### config.mk
export PLATFORM = sky130hd
export DESIGN_NAME = doubly_linked_list_engine
export DESIGN_NICKNAME = d
export VERILOG_FILES = /design/src/rtl/dlle_pkg.sv /design/src/rtl/doubly_linked_list_engine.sv
export SDC_FILE = /design/constraint.sdc
export NUM_CORES = 2
export LEC_CHECK = 0
export ABC_CLOCK_PERIOD_IN_PS = 6100
export BUFFER_PORTS_ARGS = -buffer_cell sky130_fd_sc_hd__buf_2
export CAP_MARGIN = 5
export CORE_MARGIN = 3
export CORE_UTILIZATION = 55
export CTS_BUF_LIST = sky130_fd_sc_hd__clkbuf_8
export DETAILED_ROUTE_END_ITERATION = 6
export PLACE_DENSITY = 0.71
export SLEW_MARGIN = 20
export SYNTH_ARGS = -nofsm -noshare
export SYNTH_HDL_FRONTEND = slang
export SYNTH_SLANG_ARGS = --single-unit
### constraint.sdc
create_clock -name clk -period 6.1 [get_ports clk]
set_clock_uncertainty 0.1 [all_clocks]
set_input_delay 0.305 -clock clk [delete_from_list [all_inputs] [get_ports clk]]
set_output_delay 0.305 -clock clk [all_outputs]
set_load 0.01 [all_outputs]
### src/rtl/dlle_pkg.sv
// Shared constants, codes and widths for the doubly linked list engine.
package dlle_pkg;

  localparam int DEF_CAPACITY   = 32;
  localparam int DEF_DATA_WIDTH = 32;
  localparam int OUT_LIMIT      = 32;

  localparam int KIND_W   = 4;
  localparam int VALUE_W  = 32;
  localparam int POS_W    = 6;
  localparam int STATUS_W = 3;

  // request kinds
  localparam logic [KIND_W-1:0] K_INS_F  = 4'd0;
  localparam logic [KIND_W-1:0] K_INS_B  = 4'd1;
  localparam logic [KIND_W-1:0] K_INS_P  = 4'd2;
  localparam logic [KIND_W-1:0] K_DEL_F  = 4'd3;
  localparam logic [KIND_W-1:0] K_DEL_B  = 4'd4;
  localparam logic [KIND_W-1:0] K_DEL_P  = 4'd5;
  localparam logic [KIND_W-1:0] K_SRCH   = 4'd6;
  localparam logic [KIND_W-1:0] K_DUMP_F = 4'd7;
  localparam logic [KIND_W-1:0] K_DUMP_R = 4'd8;

  // result status codes
  localparam logic [STATUS_W-1:0] ST_OK       = 3'd0;
  localparam logic [STATUS_W-1:0] ST_EMPTY    = 3'd1;
  localparam logic [STATUS_W-1:0] ST_FULL     = 3'd2;
  localparam logic [STATUS_W-1:0] ST_NOTFOUND = 3'd3;
  localparam logic [STATUS_W-1:0] ST_BADPOS   = 3'd4;

  typedef enum logic [1:0] {
    OP_INS  = 2'd0,
    OP_DEL  = 2'd1,
    OP_SRCH = 2'd2,
    OP_DUMP = 2'd3
  } op_t;

  typedef enum logic [6:0] {
    S_IDLE   = 7'b0000001,
    S_WALK   = 7'b0000010,
    S_INS2   = 7'b0000100,
    S_SRCH   = 7'b0001000,
    S_DSTART = 7'b0010000,
    S_DUMP   = 7'b0100000,
    S_EMIT   = 7'b1000000
  } state_t;

endpackage

### src/rtl/doubly_linked_list_engine.sv
// Doubly linked circular list engine: sequencer around node and free-stack memories.
// Error results go to the output without a walk; inserts and deletes first walk to their
// position, and an insert into a non-empty list takes one more splice step; search walks
// until the first match or the list end; dump emits elements in turn, up to OUT_LIMIT.
// One request at a time: a request is taken only in idle. The link walk reads one node
// per cycle; a dump holds its walk while the output channel is stalled.
// Reset (synchronous, rst_n low): list empty, free stack full, output channel idle;
// node memories hold no reset value and are only read through valid links.
module doubly_linked_list_engine #(
  parameter int CAPACITY   = dlle_pkg::DEF_CAPACITY,
  parameter int DATA_WIDTH = dlle_pkg::DEF_DATA_WIDTH
) (
  input  logic                                  clk,
  input  logic                                  rst_n,
  input  logic                                  in_valid,
  output logic                                  in_ready,
  input  logic [dlle_pkg::KIND_W-1:0]           in_kind,
  input  logic signed [dlle_pkg::VALUE_W-1:0]   in_value,
  input  logic [dlle_pkg::POS_W-1:0]            in_position,
  output logic                                  out_valid,
  input  logic                                  out_ready,
  output logic [dlle_pkg::STATUS_W-1:0]         out_status,
  output logic signed [dlle_pkg::VALUE_W-1:0]   out_value_res,
  output logic [dlle_pkg::POS_W-1:0]            out_found_position,
  output logic                                  out_last
);
  import dlle_pkg::*;

  localparam int AW = (CAPACITY > 1) ? $clog2(CAPACITY) : 1;
  localparam int CW = $clog2(CAPACITY + 1);
  localparam int KW = (CW > 7) ? CW : 7;
  localparam int DW = DATA_WIDTH;

  // Node memories: data, forward link, backward link (one read port, one write port each)
  logic [DW-1:0] nd_mem [CAPACITY];
  logic [AW-1:0] nx_mem [CAPACITY];
  logic [AW-1:0] pv_mem [CAPACITY];
  // Free stack; entries never written read as their own index
  logic [AW-1:0] fs_mem [CAPACITY];
  logic [CAPACITY-1:0] fs_v_r;

  logic [DW-1:0] dat_q;
  logic [AW-1:0] nxt_q, prv_q, fs_q;

  logic [AW-1:0] ra, fs_ra;
  logic          nd_we, nx_we, pv_we, fs_we;
  logic [AW-1:0] nd_wa, nx_wa, pv_wa, fs_wa;
  logic [DW-1:0] nd_wd;
  logic [AW-1:0] nx_wd, pv_wd, fs_wd;

  state_t state_r, state_nxt;
  op_t    op_r, op_nxt;
  logic   rev_r, rev_nxt, front_r, front_nxt;
  logic [DW-1:0] data_r, data_nxt;
  logic [AW-1:0] p_r, p_nxt, n_r, n_nxt, bef_r, bef_nxt, head_r, head_nxt;
  logic [CW-1:0] ctr_r, ctr_nxt, idx_r, idx_nxt, lim_r, lim_nxt;
  logic [CW-1:0] cnt_r, cnt_nxt, fcnt_r, fcnt_nxt;
  logic [STATUS_W-1:0] res_st_r, res_st_nxt;
  logic [VALUE_W-1:0]  res_val_r, res_val_nxt;
  logic [POS_W-1:0]    res_fp_r, res_fp_nxt;
  logic                out_valid_r, out_valid_nxt, out_last_r, out_last_nxt;
  logic [STATUS_W-1:0] out_st_r, out_st_nxt;
  logic [VALUE_W-1:0]  out_val_r, out_val_nxt;
  logic [POS_W-1:0]    out_fp_r, out_fp_nxt;

  logic          slot_free;
  logic [KW-1:0] pos_k, cnt_k, p_k;
  logic [AW-1:0] step_addr;

  assign in_ready           = (state_r == S_IDLE);
  assign slot_free          = !out_valid_r || out_ready;
  assign out_valid          = out_valid_r;
  assign out_status         = out_st_r;
  assign out_value_res      = out_val_r;
  assign out_found_position = out_fp_r;
  assign out_last           = out_last_r;

  assign pos_k = KW'(in_position);
  assign cnt_k = KW'(cnt_r);
  assign fs_ra = AW'(fcnt_r - 1'b1);
  assign step_addr = rev_r ? prv_q : nxt_q;

  always_comb begin
    state_nxt   = state_r;
    op_nxt      = op_r;
    rev_nxt     = rev_r;
    front_nxt   = front_r;
    data_nxt    = data_r;
    p_nxt       = p_r;
    n_nxt       = n_r;
    bef_nxt     = bef_r;
    head_nxt    = head_r;
    ctr_nxt     = ctr_r;
    idx_nxt     = idx_r;
    lim_nxt     = lim_r;
    cnt_nxt     = cnt_r;
    fcnt_nxt    = fcnt_r;
    res_st_nxt  = res_st_r;
    res_val_nxt = res_val_r;
    res_fp_nxt  = res_fp_r;
    out_valid_nxt = out_valid_r && !out_ready;
    out_st_nxt    = out_st_r;
    out_val_nxt   = out_val_r;
    out_fp_nxt    = out_fp_r;
    out_last_nxt  = out_last_r;
    ra    = p_r;
    nd_we = 1'b0; nd_wa = n_r; nd_wd = data_r;
    nx_we = 1'b0; nx_wa = n_r; nx_wd = p_r;
    pv_we = 1'b0; pv_wa = n_r; pv_wd = p_r;
    fs_we = 1'b0; fs_wa = AW'(fcnt_r); fs_wd = p_r;
    p_k   = pos_k;

    unique case (state_r)
      S_IDLE: begin
        // read the head node so a walk can start next cycle
        ra = head_r;
        if (in_valid) begin
          p_nxt       = head_r;
          data_nxt    = DW'(in_value);
          res_val_nxt = '0;
          res_fp_nxt  = '0;
          idx_nxt     = CW'(1);
          unique case (in_kind) inside
            K_INS_F, K_INS_B, K_INS_P: begin
              if (in_kind == K_INS_F) p_k = KW'(1);
              else if (in_kind == K_INS_B) p_k = cnt_k + KW'(1);
              op_nxt    = OP_INS;
              front_nxt = (p_k == KW'(1));
              ctr_nxt   = (p_k == cnt_k + KW'(1)) ? '0 : CW'(p_k - KW'(1));
              if (cnt_r == CW'(CAPACITY)) begin
                res_st_nxt = ST_FULL;
                state_nxt  = S_EMIT;
              end else if (p_k == '0 || p_k > cnt_k + KW'(1)) begin
                res_st_nxt = ST_BADPOS;
                state_nxt  = S_EMIT;
              end else begin
                state_nxt = S_WALK;
              end
            end
            K_DEL_F, K_DEL_B, K_DEL_P: begin
              if (in_kind == K_DEL_F) p_k = KW'(1);
              else if (in_kind == K_DEL_B) p_k = cnt_k;
              op_nxt    = OP_DEL;
              front_nxt = (p_k == KW'(1));
              ctr_nxt   = CW'(p_k - KW'(1));
              if (cnt_r == '0) begin
                res_st_nxt = ST_EMPTY;
                state_nxt  = S_EMIT;
              end else if (p_k == '0 || p_k > cnt_k) begin
                res_st_nxt = ST_BADPOS;
                state_nxt  = S_EMIT;
              end else begin
                state_nxt = S_WALK;
              end
            end
            K_SRCH: begin
              op_nxt = OP_SRCH;
              if (cnt_r == '0) begin
                res_st_nxt = ST_EMPTY;
                state_nxt  = S_EMIT;
              end else begin
                state_nxt = S_SRCH;
              end
            end
            K_DUMP_F, K_DUMP_R: begin
              op_nxt  = OP_DUMP;
              rev_nxt = (in_kind == K_DUMP_R);
              lim_nxt = (cnt_k < KW'(OUT_LIMIT)) ? cnt_r : CW'(OUT_LIMIT);
              if (cnt_r == '0) begin
                res_st_nxt = ST_EMPTY;
                state_nxt  = S_EMIT;
              end else begin
                state_nxt = S_DSTART;
              end
            end
            default: ;
          endcase
        end
      end

      S_WALK: begin
        if (ctr_r != '0) begin
          // advance one node per cycle
          ra      = nxt_q;
          p_nxt   = nxt_q;
          ctr_nxt = ctr_r - 1'b1;
        end else if (op_r == OP_INS) begin
          // pop and fill a free node; splice before the target next cycle if non-empty
          n_nxt    = fs_q;
          fcnt_nxt = fcnt_r - 1'b1;
          nd_we = 1'b1; nd_wa = fs_q; nd_wd = data_r;
          nx_we = 1'b1; nx_wa = fs_q;
          pv_we = 1'b1; pv_wa = fs_q;
          res_st_nxt = ST_OK;
          if (cnt_r == '0) begin
            nx_wd     = fs_q;
            pv_wd     = fs_q;
            head_nxt  = fs_q;
            cnt_nxt   = cnt_r + 1'b1;
            state_nxt = S_EMIT;
          end else begin
            nx_wd     = p_r;
            pv_wd     = prv_q;
            bef_nxt   = prv_q;
            state_nxt = S_INS2;
          end
        end else begin
          // unlink the node and push it on the free stack
          res_val_nxt = VALUE_W'(signed'(dat_q));
          res_st_nxt  = ST_OK;
          if (cnt_r == CW'(1)) begin
            head_nxt = '0;
          end else begin
            nx_we = 1'b1; nx_wa = prv_q; nx_wd = nxt_q;
            pv_we = 1'b1; pv_wa = nxt_q; pv_wd = prv_q;
            if (front_r) head_nxt = nxt_q;
          end
          cnt_nxt = cnt_r - 1'b1;
          if (fcnt_r < CW'(CAPACITY)) begin
            fs_we    = 1'b1;
            fcnt_nxt = fcnt_r + 1'b1;
          end
          state_nxt = S_EMIT;
        end
      end

      S_INS2: begin
        nx_we = 1'b1; nx_wa = bef_r; nx_wd = n_r;
        pv_we = 1'b1; pv_wa = p_r;   pv_wd = n_r;
        if (front_r) head_nxt = n_r;
        cnt_nxt   = cnt_r + 1'b1;
        state_nxt = S_EMIT;
      end

      S_SRCH: begin
        if (dat_q == data_r) begin
          res_st_nxt = ST_OK;
          res_fp_nxt = POS_W'(idx_r);
          state_nxt  = S_EMIT;
        end else if (idx_r == cnt_r) begin
          res_st_nxt = ST_NOTFOUND;
          state_nxt  = S_EMIT;
        end else begin
          ra      = nxt_q;
          p_nxt   = nxt_q;
          idx_nxt = idx_r + 1'b1;
        end
      end

      S_DSTART: begin
        // reverse dump starts at the tail
        if (rev_r) begin
          ra    = prv_q;
          p_nxt = prv_q;
        end
        state_nxt = S_DUMP;
      end

      S_DUMP: begin
        if (slot_free) begin
          out_valid_nxt = 1'b1;
          out_st_nxt    = ST_OK;
          out_val_nxt   = VALUE_W'(signed'(dat_q));
          out_fp_nxt    = '0;
          out_last_nxt  = (idx_r == lim_r);
          if (idx_r == lim_r) begin
            state_nxt = S_IDLE;
          end else begin
            ra      = step_addr;
            p_nxt   = step_addr;
            idx_nxt = idx_r + 1'b1;
          end
        end
      end

      S_EMIT: begin
        if (slot_free) begin
          out_valid_nxt = 1'b1;
          out_st_nxt    = res_st_r;
          out_val_nxt   = res_val_r;
          out_fp_nxt    = res_fp_r;
          out_last_nxt  = 1'b1;
          state_nxt     = S_IDLE;
        end
      end

      default: state_nxt = S_IDLE;
    endcase
  end

  // Memories: registered read, write port per array
  always_ff @(posedge clk) begin
    dat_q <= nd_mem[ra];
    nxt_q <= nx_mem[ra];
    prv_q <= pv_mem[ra];
    fs_q  <= fs_v_r[fs_ra] ? fs_mem[fs_ra] : fs_ra;
    if (nd_we) nd_mem[nd_wa] <= nd_wd;
    if (nx_we) nx_mem[nx_wa] <= nx_wd;
    if (pv_we) pv_mem[pv_wa] <= pv_wd;
    if (fs_we) fs_mem[fs_wa] <= fs_wd;
  end

  always_ff @(posedge clk) begin
    if (!rst_n) begin
      state_r     <= S_IDLE;
      head_r      <= '0;
      cnt_r       <= '0;
      fcnt_r      <= CW'(CAPACITY);
      fs_v_r      <= '0;
      out_valid_r <= 1'b0;
    end else begin
      state_r     <= state_nxt;
      head_r      <= head_nxt;
      cnt_r       <= cnt_nxt;
      fcnt_r      <= fcnt_nxt;
      if (fs_we) fs_v_r[fs_wa] <= 1'b1;
      out_valid_r <= out_valid_nxt;
    end
  end

  always_ff @(posedge clk) begin
    op_r      <= op_nxt;
    rev_r     <= rev_nxt;
    front_r   <= front_nxt;
    data_r    <= data_nxt;
    p_r       <= p_nxt;
    n_r       <= n_nxt;
    bef_r     <= bef_nxt;
    ctr_r     <= ctr_nxt;
    idx_r     <= idx_nxt;
    lim_r     <= lim_nxt;
    res_st_r  <= res_st_nxt;
    res_val_r <= res_val_nxt;
    res_fp_r  <= res_fp_nxt;
    out_st_r  <= out_st_nxt;
    out_val_r <= out_val_nxt;
    out_fp_r  <= out_fp_nxt;
    out_last_r <= out_last_nxt;
  end

  // every node is either on the list or on the free stack; a node popped for a
  // splice is counted on the list in the next cycle, so the check skips S_INS2
  a_node_balance: assert property (@(posedge clk) disable iff (!rst_n)
    (state_r == S_INS2) || ((KW'(cnt_r) + KW'(fcnt_r)) == KW'(CAPACITY)))
    else $error("list and free stack sizes disagree");

  a_cnt_bound: assert property (@(posedge clk) disable iff (!rst_n)
    cnt_r <= CW'(CAPACITY))
    else $error("element count above capacity");

  a_err_no_value: assert property (@(posedge clk) disable iff (!rst_n)
    out_valid_r && (out_st_r != ST_OK) |-> (out_val_r == '0) && out_last_r)
    else $error("error result carries data or is not final");

  a_walk_after_accept: assert property (@(posedge clk) disable iff (!rst_n)
    in_valid && in_ready && (cnt_r == '0) |=> (state_r != S_SRCH) && (state_r != S_DSTART))
    else $error("walk started on an empty list");

endmodule

==> flow_results.xml <==
<?xml version="1.0" encoding="UTF-8"?>
<metrics>
  <group name="worst_setup_path">
    <metric name="timing.critical_path.to_type" unit="">flop</metric>
    <metric name="cp_max_fanout" unit="">33</metric>
    <metric name="worst_ep_arrival_time" unit="ps">6320</metric>
    <metric name="r2r-start" unit="">data_r[8]$_DFFE_PP_</metric>
    <metric name="timing_worst_setup_path_type" unit="">flop to flop</metric>
    <metric name="cp_data_required_time" unit="ps">6840</metric>
    <metric name="cp-start-kind" unit="">flop</metric>
    <metric name="critical_path.startpoint" unit="">data_r[8]$_DFFE_PP_</metric>
  </group>
  <group name="sta">
    <metric name="tightestPinTransition" unit="ps">1170</metric>
    <metric name="timing.max_slew.rel_slack" unit="%">21.1</metric>
    <metric name="hold_ws" unit="ps">105</metric>
    <metric name="rsz_0062_raised_after_global_routing" unit="">no</metric>
    <metric name="period_needed" unit="ps">5580</metric>
    <metric name="timing_max_transition_violations_final" unit="">0</metric>
    <metric name="fmax" unit="MHz">179</metric>
    <metric name="timing.final.crit_share" unit="%">91.4</metric>
    <metric name="report.final.hold_viol_count" unit="">0</metric>
    <metric name="setup_viol" unit="">0</metric>
    <metric name="setup_slack" unit="ps">522</metric>
    <metric name="final.setup.tns" unit="ps">0</metric>
  </group>
  <group name="drt">
    <metric name="finalWirelength" unit="mm">185</metric>
    <metric name="viasPerCell" unit="">6.31</metric>
    <metric name="drt-pass1-iter-count" unit="">6</metric>
    <metric name="vias" unit="">45700</metric>
    <metric name="detail-route-antenna-nets" unit="">0</metric>
    <metric name="drtIter0Drc" unit="">6272</metric>
    <metric name="detail_route.wl_per_cell" unit="microns">25.6</metric>
    <metric name="route.detailed.drc" unit="">0</metric>
  </group>
  <group name="place">
    <metric name="dpl_cell_area" unit="sq mm">0.0733</metric>
    <metric name="dpl.hpwl" unit="mm">107</metric>
    <metric name="gpl.final_weighted_congestion" unit="">0.885</metric>
    <metric name="placement.setup.worst_slack" unit="ps">614</metric>
    <metric name="placement.io_buffers" unit="">89</metric>
  </group>
  <group name="synth">
    <metric name="netlist-cell-type-count" unit="">80</metric>
    <metric name="synth_top_cell_by_area" unit="">sky130_fd_sc_hd__edfxtp_1</metric>
    <metric name="synthesis.nets" unit="">5184</metric>
    <metric name="mappedNetlistArea" unit="sq mm">0.0705</metric>
    <metric name="yosys.area.top_type_share" unit="%">70.3</metric>
    <metric name="synth-edff-count" unit="">1651</metric>
    <metric name="synth.ff_latch_count" unit="">1760</metric>
    <metric name="syn_avg_cell_area" unit="sq um">13.8</metric>
    <metric name="synth_top_cells_by_area" unit="">sky130_fd_sc_hd__edfxtp_1 70%, sky130_fd_sc_hd__nand2_1 6.5%, sky130_fd_sc_hd__a32oi_1 4.2%</metric>
    <metric name="synth-async-reset-ratio" unit="%">0</metric>
    <metric name="synth_common_cells" unit="">1651 x sky130_fd_sc_hd__edfxtp_1, 1215 x sky130_fd_sc_hd__nand2_1, 405 x sky130_fd_sc_hd__a21oi_1</metric>
    <metric name="synth_cells" unit="">5112</metric>
    <metric name="synth_sequential_area_ratio" unit="%">73.4</metric>
    <metric name="yosys_most_used_dff" unit="">sky130_fd_sc_hd__edfxtp_1</metric>
    <metric name="yosys_warnings" unit="">0</metric>
    <metric name="most_used_standard_cell_by_instance_count_after_synthesis" unit="">sky130_fd_sc_hd__edfxtp_1</metric>
  </group>
  <group name="floorplan">
    <metric name="floorplan.die.width" unit="microns">364</metric>
    <metric name="floorplan.io_pins" unit="">90</metric>
    <metric name="core_area" unit="sq mm">0.126</metric>
    <metric name="floorplan.die.height" unit="microns">364</metric>
    <metric name="rows" unit="">130</metric>
    <metric name="design.die.area" unit="sq mm">0.132</metric>
    <metric name="initial_utilization" unit="%">55.8</metric>
  </group>
  <group name="power_and_ir_drop">
    <metric name="peakVddDrop" unit="mV">0.309</metric>
    <metric name="pwr_density_cell" unit="mW/mm^2">376</metric>
    <metric name="static-leakage-power" unit="nW">27.3</metric>
  </group>
  <group name="global_routing">
    <metric name="grt_first_pass_wirelength" unit="mm">275</metric>
    <metric name="globalRoute.busiestLayer" unit="">met2</metric>
    <metric name="grt_max_degree" unit="">113</metric>
    <metric name="global_route.usage.met1" unit="%">40.6</metric>
    <metric name="track_usage" unit="%">27.9</metric>
    <metric name="gr-total-overflow" unit="">0</metric>
    <metric name="groute.layer.met2.usage" unit="%">41.3</metric>
    <metric name="met3_layer_usage_reported_by_global_route" unit="%">6.32</metric>
    <metric name="grt_antenna_before_repair" unit="">4</metric>
    <metric name="number_of_global_route_vias_before_repair" unit="">43800</metric>
  </group>
  <group name="clock_tree">
    <metric name="worst_skew_pair.late_latency" unit="ps">990</metric>
    <metric name="ctsHtreeMaxLevel" unit="">5</metric>
    <metric name="cts-buffers-inserted" unit="">298</metric>
    <metric name="cts_tree" unit="">done</metric>
    <metric name="cts_num_sinks" unit="">1760</metric>
    <metric name="clk_pin_slew_worst_paths" unit="ps">60</metric>
    <metric name="cts_root_buffer" unit="">sky130_fd_sc_hd__clkbuf_8</metric>
    <metric name="ctsLongestPathBuffers" unit="">4</metric>
  </group>
  <group name="finish">
    <metric name="number_of_fillers_in_the_final_layout" unit="">9121</metric>
    <metric name="net_count_reported_at_finish" unit="">5454</metric>
    <metric name="layout_cells_sized_above_1" unit="%">13.6</metric>
    <metric name="area.growth.synth_to_final" unit="%">12.8</metric>
    <metric name="fin_area" unit="sq mm">0.0795</metric>
  </group>
  <group name="flow_run">
    <metric name="max_cap_violations" unit="">0</metric>
  </group>
  <group name="run_status">
    <metric name="outcome" unit="">complete, no violations</metric>
  </group>
  <group name="worst_hold_path">
    <metric name="worst_hold_startpoint" unit="">in_position[3]</metric>
    <metric name="hold_path.class" unit="">input pin to flop</metric>
  </group>
</metrics>
## metrics by stage
stage | power, mW | std cells | utilization [%]
finish | 29.9 | 7242 | 62.9
global route | 31.0 | 7240 | 62.9
CTS | 29.9 | 7234 | 62.8
detailed placement | 20.4 | 6653 | 58.0
global placement | 20.3 | 6653 | 58.0
floorplan | 18.3 | 5112 | -
## logic make-up after synthesis
group | Yosys count | share of synthesized area [%]
fa+ha+maj | 27 | 0.476
simple gates | 1734 | 10.6
compound gates | 1069 | 10.1
flops | 1760 | 73.4
buf+inv | 365 | 2.28
xor+xnor | 78 | 0.969
mux | 79 | 2.17
## cells in the final DEF (no fill, tap or decap), types with 25 or more instances in the layout
cell type	n
sky130_fd_sc_hd__nor4_2	42
sky130_fd_sc_hd__buf_2	89
sky130_fd_sc_hd__xor2_1	44
sky130_fd_sc_hd__clkinv_1	37
sky130_fd_sc_hd__xnor2_1	33
sky130_fd_sc_hd__inv_1	149
sky130_fd_sc_hd__edfxtp_1	1651
sky130_fd_sc_hd__a32oi_1	334
sky130_fd_sc_hd__o22ai_1	184
sky130_fd_sc_hd__buf_4	99
sky130_fd_sc_hd__o21ai_0	48
sky130_fd_sc_hd__nor2_4	32
sky130_fd_sc_hd__nor2_1	233
sky130_fd_sc_hd__clkbuf_8	325
sky130_fd_sc_hd__ha_1	25
sky130_fd_sc_hd__dfxtp_1	108
sky130_fd_sc_hd__nand3_1	31
sky130_fd_sc_hd__mux4_2	59
sky130_fd_sc_hd__nand2_1	1213
sky130_fd_sc_hd__buf_12	34
sky130_fd_sc_hd__dlygate4sd3_1	75
sky130_fd_sc_hd__and2_1	54
sky130_fd_sc_hd__a21oi_1	404
## state kept, by name, summed over array words and instances, names as in the netlist, 32 cells and up
signal         cells
data_r            32
pv_mem           160
fs_mem           160
res_val_r         32
nx_mem           160
dat_q             32
out_value_res     32
fs_v_r            32
nd_mem          1024
## timing repair
| action | in CTS | in global routing |
|---|---|---|
| buffers inserted | 0 | 0 |
| hold buffers | 75 | 0 |
| gates resized for setup | 0 | 0 |
| hold endpoints to repair | 95 | 0 |
## per-layer routing
metal / part of all wire (%) / up-vias
met5: 0 / -
met4: 3.3 / 0
met3: 12 / 461
met2: 45 / 2798
met1: 40 / 22500
li1: - / 19900
## path summary, 6_finish.rpt
path | slack, ps | cells after the start | to
worst max-delay path | 520 | 11 | dat_q[19]$_DFF_P_
worst min-delay path | 100 | 7 | ctr_r[4]$_DFFE_PP_
worst max register to register | 520 | 11 | dat_q[19]$_DFF_P_
worst min register to register | 360 | 2 | fs_v_r[16]$_SDFFE_PN0P_
## report_power, final
group	total [mW]	internal, mW	leakage (nW)	switching, mW
logic	5.83	1.93	8.28	3.90
registers	14.5	13.9	15.9	0.645
clock network	9.55	5.03	3.14	4.53
total	29.9	20.8	27.3	9.07
## layout make-up
cell class | count | area (sq um) | share of cell area, %
Antenna cell | 4 | 10.0 | 0.0126
Clock buffer | 325 | 4470 | 5.63
Clock inverter | 181 | 838 | 1.05
Inverter | 34 | 130 | 0.164
Multi-Input combinational cell | 2987 | 17500 | 22.0
Sequential cell | 1760 | 51800 | 65.1
Tap cell | 1650 | 2060 | 2.60
Timing Repair Buffer | 301 | 2690 | 3.39
## critical path, stage by stage (launching register included)
cell and delay, ps:
sky130_fd_sc_hd__edfxtp_1 1000, sky130_fd_sc_hd__xor2_1 240, sky130_fd_sc_hd__nor4_1 740, sky130_fd_sc_hd__nand4_1 450, sky130_fd_sc_hd__o211ai_1 530, sky130_fd_sc_hd__a21boi_0 200
sky130_fd_sc_hd__a211o_1 370, sky130_fd_sc_hd__nor2b_4 170, sky130_fd_sc_hd__nand2b_2 680, sky130_fd_sc_hd__buf_4 520, sky130_fd_sc_hd__o22ai_1 140, sky130_fd_sc_hd__nor4_2 270
Power figures use the tool's default switching activity.
